`config.mk`:
```
export PLATFORM = sky130hd
export DESIGN_NAME = tra_ctrl
export DESIGN_NICKNAME = d
export VERILOG_FILES = /design/src/hdl/tra_pkg.sv /design/src/hdl/tra_ctrl.sv
export SDC_FILE = /design/constraint.sdc
export NUM_CORES = 1
export LEC_CHECK = 0
export ABC_AREA = 1
export ABC_CLOCK_PERIOD_IN_PS = 4300
export BUFFER_PORTS_ARGS = -buffer_cell sky130_fd_sc_hd__buf_2
export CORE_ASPECT_RATIO = 2
export CORE_MARGIN = 2
export CORE_UTILIZATION = 60
export DETAILED_ROUTE_END_ITERATION = 16
export PLACE_DENSITY = 0.86
export SYNTH_ARGS = -nofsm -noshare
export SYNTH_HDL_FRONTEND = slang
export SYNTH_SLANG_ARGS = --single-unit
```
`constraint.sdc`:
```
create_clock -name clk -period 4.3 [get_ports clk]
set_input_delay 0.86 -clock clk [delete_from_list [all_inputs] [get_ports clk]]
set_output_delay 0.86 -clock clk [all_outputs]
set_load 0.005 [all_outputs]
```
`src/hdl/tra_pkg.sv`:
```
package tra_pkg;

  localparam int PXW = 7;
  localparam int VW = 12;
  localparam int CW = VW + 1;
  localparam int RW = 2 * PXW;
  localparam int CNTW = 13;
  localparam int OPW = 2;
  localparam int COLW = 32;
  localparam int CFG_IDX_W = 1;
  localparam int CFG_DW = 7;

  localparam int MAX_WIDTH_DEF = 64;
  localparam int MAX_HEIGHT_DEF = 64;
  localparam int SUBPIXEL_BITS_DEF = 4;

  localparam logic [PXW-1:0] IMAGE_WIDTH_RST = 7'd16;
  localparam logic [PXW-1:0] IMAGE_HEIGHT_RST = 7'd8;

  localparam logic [CFG_IDX_W-1:0] REG_IMAGE_WIDTH = 1'd0;
  localparam logic [CFG_IDX_W-1:0] REG_IMAGE_HEIGHT = 1'd1;

  localparam logic [OPW-1:0] OP_CLEAR = 2'd0;
  localparam logic [OPW-1:0] OP_DRAW = 2'd1;
  localparam logic [OPW-1:0] OP_READ = 2'd2;

  typedef enum logic [1:0] {
    PH_IDLE  = 2'd0,
    PH_AREA  = 2'd1,
    PH_EDGE  = 2'd2,
    PH_COLOR = 2'd3
  } mac_ph_t;

  typedef struct packed {
    logic    load;
    logic    clr_init;
    logic    clr_wr;
    logic    rd_issue;
    logic    box_init;
    logic    x_step;
    logic    y_step;
    logic    mac_en;
    mac_ph_t ph;
    logic [3:0] step;
    logic    px_read;
    logic    div_init;
    logic    div_en;
    logic    px_write;
    logic    res_load;
  } tra_cmd_t;

  typedef struct packed {
    logic op_clear;
    logic op_draw;
    logic op_read;
    logic clr_empty;
    logic clr_last;
    logic area_zero;
    logic area_neg;
    logic box_empty;
    logic covered;
    logic x_last;
    logic y_last;
  } tra_stat_t;

endpackage

```
`src/hdl/tra_ctrl.sv`:
```
module tra_ctrl import tra_pkg::*; (
  input  logic      clk,
  input  logic      rst_n,
  input  logic      in_valid,
  output logic      in_ready,
  output logic      out_valid,
  input  logic      out_ready,
  input  tra_stat_t stat,
  output tra_cmd_t  cmd
);

  typedef enum logic [13:0] {
    S_IDLE   = 14'b00000000000001,
    S_DECODE = 14'b00000000000010,
    S_CLEAR  = 14'b00000000000100,
    S_RWAIT  = 14'b00000000001000,
    S_AREA   = 14'b00000000010000,
    S_TEST   = 14'b00000000100000,
    S_EDGE   = 14'b00000001000000,
    S_CHECK  = 14'b00000010000000,
    S_COLOR  = 14'b00000100000000,
    S_DIVI   = 14'b00001000000000,
    S_DIV    = 14'b00010000000000,
    S_BLEND  = 14'b00100000000000,
    S_NEXT   = 14'b01000000000000,
    S_FIN    = 14'b10000000000000
  } state_t;

  state_t     state_r, state_nxt;
  logic [3:0] step_r, step_nxt;
  logic       out_valid_r, out_valid_nxt;

  always_ff @(posedge clk) begin
    if (!rst_n) begin
      state_r     <= S_IDLE;
      step_r      <= '0;
      out_valid_r <= 1'b0;
    end else begin
      state_r     <= state_nxt;
      step_r      <= step_nxt;
      out_valid_r <= out_valid_nxt;
    end
  end

  always_comb begin
    cmd           = '0;
    cmd.step      = step_r;
    in_ready      = 1'b0;
    state_nxt     = state_r;
    step_nxt      = step_r;
    out_valid_nxt = out_valid_r && !out_ready;
    unique case (state_r)
      S_IDLE: begin
        in_ready = 1'b1;
        if (in_valid) begin
          cmd.load  = 1'b1;
          step_nxt  = '0;
          state_nxt = S_DECODE;
        end
      end
      S_DECODE: begin
        priority if (stat.op_clear) begin
          cmd.clr_init = 1'b1;
          state_nxt    = stat.clr_empty ? S_FIN : S_CLEAR;
        end else if (stat.op_read) begin
          cmd.rd_issue = 1'b1;
          state_nxt    = S_RWAIT;
        end else if (stat.op_draw) begin
          state_nxt = S_AREA;
        end else begin
          state_nxt = S_FIN;
        end
      end
      S_CLEAR: begin
        cmd.clr_wr = 1'b1;
        if (stat.clr_last) state_nxt = S_FIN;
      end
      S_RWAIT: state_nxt = S_FIN;
      S_AREA: begin
        cmd.mac_en   = 1'b1;
        cmd.ph       = PH_AREA;
        cmd.box_init = (step_r == 4'd0);
        if (step_r == 4'd1) begin
          step_nxt  = '0;
          state_nxt = S_TEST;
        end else begin
          step_nxt = step_r + 4'd1;
        end
      end
      S_TEST: begin
        if (stat.area_zero || stat.area_neg || stat.box_empty) state_nxt = S_FIN;
        else state_nxt = S_EDGE;
      end
      S_EDGE: begin
        cmd.mac_en = 1'b1;
        cmd.ph     = PH_EDGE;
        if (step_r == 4'd5) begin
          step_nxt  = '0;
          state_nxt = S_CHECK;
        end else begin
          step_nxt = step_r + 4'd1;
        end
      end
      S_CHECK: begin
        if (stat.covered) begin
          cmd.px_read = 1'b1;
          state_nxt   = S_COLOR;
        end else begin
          state_nxt = S_NEXT;
        end
      end
      S_COLOR: begin
        cmd.mac_en = 1'b1;
        cmd.ph     = PH_COLOR;
        if (step_r[1:0] == 2'd2) begin
          if (step_r[3:2] == 2'd3) begin
            step_nxt  = '0;
            state_nxt = S_DIVI;
          end else begin
            step_nxt = {step_r[3:2] + 2'd1, 2'd0};
          end
        end else begin
          step_nxt = step_r + 4'd1;
        end
      end
      S_DIVI: begin
        cmd.div_init = 1'b1;
        step_nxt     = 4'd7;
        state_nxt    = S_DIV;
      end
      S_DIV: begin
        cmd.div_en = 1'b1;
        if (step_r[2:0] == 3'd0) state_nxt = S_BLEND;
        else step_nxt = step_r - 4'd1;
      end
      S_BLEND: begin
        cmd.px_write = 1'b1;
        step_nxt     = '0;
        state_nxt    = S_NEXT;
      end
      S_NEXT: begin
        step_nxt = '0;
        if (stat.x_last) begin
          if (stat.y_last) begin
            state_nxt = S_FIN;
          end else begin
            cmd.y_step = 1'b1;
            state_nxt  = S_EDGE;
          end
        end else begin
          cmd.x_step = 1'b1;
          state_nxt  = S_EDGE;
        end
      end
      S_FIN: begin
        if (!out_valid_r || out_ready) begin
          cmd.res_load  = 1'b1;
          out_valid_nxt = 1'b1;
          state_nxt     = S_IDLE;
        end
      end
      default: state_nxt = S_IDLE;
    endcase
  end

  assign out_valid = out_valid_r;

endmodule

```
==> flow_summary.ini <==
[clock_network]
clkLatencyLatePin_ns = 0.27
root_buffer = clkbuf_8
cts_hold_buffers = 0
cts_sinks = 19
cts_made_buffers = 3
cts_max_level = 1
ctsResizeCount = 0
clockBufferDepth = 2
cts_setup_buffers = 0
cts.clk_slew.worst_paths_ns = 0.07
cts_tree = yes

[route]
wl_per_cell_um = 14.1
dr.pass1.iters = 4
num_vias = 1993
ant_nets = 0
drt_iter0_drc = 66
viasPerCell = 5.55
drt_wl_total_mm = 5.05
drc = 0

[global_routing]
grt_max_degree = 15
grt_pass1_wl_mm = 8.17
antenna_found_initial = 0
overflow = 0
grt_pass1_vias = 1950
grt_use_total_pct = 30.7

[sta]
setup_tns_ns = 0
worst_pin_slew_ns = 0.604
period_needed_ns = 2.60
fmax_mhz = 384
fin_worst_skew_ns = 0.00227
slew_headroom_pct = 59.4
rsz0062_at_grt = no
whs_ns = 0.488
hold_viol_final = 0
finalCritPeriodShare_pct = 60.5
setup_viol = 0
drv_slew = 0

[die]
io-pin-count = 36
die_height_um = 82.2
rows = 28
die_area_um2 = 3540
core_area_um2 = 2940
die_x_um = 43.1
start_util_pct = 62.3

[logic_synthesis]
synth-xor-area-share_pct = 1.43
synth-compound-area-share_pct = 5.39
ys_types = 30
synth_area_um2 = 1830
synthAdderAreaFrac_pct = 5.46
synth_simple_gate_area_share_pct = 54.2
syn_nets = 316
ys_seq_elements = 19
synth-seq-area-share_pct = 20.7
netlist_instances = 293
synth_mux_area_share_pct = 0
synth_top_family_by_area = simple AND/OR/NAND/NOR gates
synth_warnings = 0
syn_avg_cell_area_um2 = 6.26

[run]
cap_viol_max_count = 0

[setup_path]
cp.depth = 8
critical_path_class = register to primary output
worst_ep_required_time_ns = 3.44
reg2reg_slack_ns = 2.41
path_max_fanout = 14
start_kind = register
path_delay_family = simple AND/OR/NAND/NOR gates
crit_chain = nor2_4, nand2_4, nor2_8, nand2_1, o21ai_1, nor2_1, inv_1, buf_2
slowest_delay_ns = 0.36
critical_path_arrival_ns = 1.74
slowest_stage = dfxtp_1
cp_num_buf_inv = 2
rr_worst_depth = 8
endpoint_kind = primary output

[layout]
multi_input_area_um2 = 1220
n_antenna_cell = 0
drive_above_1_share_pct = 24.6
final-seq-area_um2 = 380
layout.nets = 353
layout_common_cells = 65 x nand2_1, 47 x inv_1, 38 x nor2_1, 35 x buf_2, 32 x nand3_1
fillCellCount = 281
syn_to_final_growth_pct = 12.4
final_common_cell = nand2_1

[hold_path]
min_path_type = register to register
hold_depth = 2

[outcome]
status = complete, no violations

[power_and_ir_drop]
p_leak_nw = 1.17
irDropWorstVdd_uv = 275
power.density_nw_per_um2 = 479

[place]
hpwl_mm = 4.19
routabilityCongestion = 0.974
port-buffer-count = 35
-- cell usage after synthesis, drive strengths merged --
library cell / number / area (um^2)
nor2: 52 / 292
o21ai: 6 / 33.8
xor2: 2 / 17.5
nand3b: 2 / 15.0
inv: 54 / 203
buf: 3 / 31.3
nand2: 81 / 374
nor4: 1 / 6.26
nor3b: 1 / 7.51
nand4: 7 / 43.8
and3: 3 / 18.8
nor3: 5 / 36.3
nand3: 34 / 195
ha: 8 / 100
xnor2: 1 / 8.76
a21oi: 13 / 65.1
or2: 1 / 6.26
dfxtp: 19 / 380
-- layout make-up --
class	count	share of cell area (%)
flip-flops and latches	19	18.4
inverters	54	9.83
clock inverters	1	0.243
multi-input cells	217	59.2
well taps	30	1.82
repair buffers	35	8.50
clock buffers	3	2.00
-- worst paths after layout --
kind	start	endpoint
worst max-delay path	state_r[6]	cmd[11]
worst min-delay path	out_valid	out_valid
worst max register to register	step_r[0]	state_r[3]
worst min register to register	out_valid	out_valid
-- cell families after synthesis --
kind of cell | count (synthesis)
compound gates | 19
xor+xnor | 3
fa+ha+maj | 8
buf+inv | 57
flops | 19
simple gates | 187
-- metrics by stage --
stage	setup WS [ns]	util (%)	total power, W	instance area [um^2]	std cells
5_1_grt	1.54	70.1	0.00106	2060	359
6_report	1.70	70.1	0.000988	2060	359
4_1_cts	1.71	70.1	0.000983	2060	359
3_5_place_dp	2.00	68.5	0.000855	2020	355
3_3_place_gp	2.06	68.5	0.000846	2020	355
2_1_floorplan	2.32	-	0.000736	1830	293
-- sequential cells by signal, indices dropped and copies added (netlist names) --
signal	flops
state_r	14
step_r	4
out_valid	1
-- where the power goes --
group	internal [W]	switching [W]	total, W	leakage (nW)
Combinational	0.000200	0.000429	0.000629	0.990
Sequential	0.000199	0.0000306	0.000230	0.154
Clock	0.0000647	0.0000641	0.000129	0.0255
Total	0.000464	0.000524	0.000988	1.17
-- worst register-to-register path: stages (launching register included) --
cell and delay (ns):
dfxtp_1 0.40, inv_1 0.23, ha_1 0.26, nand2_1 0.07, nand3_1 0.13, nand3_4 0.11
nor3_4 0.42, nand3_1 0.12, inv_1 0.08
-- metal layers --
| layer | vias to the layer above | GRT usage, % | share of wire [%] |
|---|---|---|---|
| met2 | 78 | 60.3 | 56 |
| met3 | 31 | 4.13 | 4.0 |
| met1 | 898 | 25.4 | 33 |
| met5 | - | 0 | 0 |
| met4 | 0 | 25.5 | 7.5 |
| li1 | 986 | - | - |
Note: power is estimated with default switching activity, not from simulation.
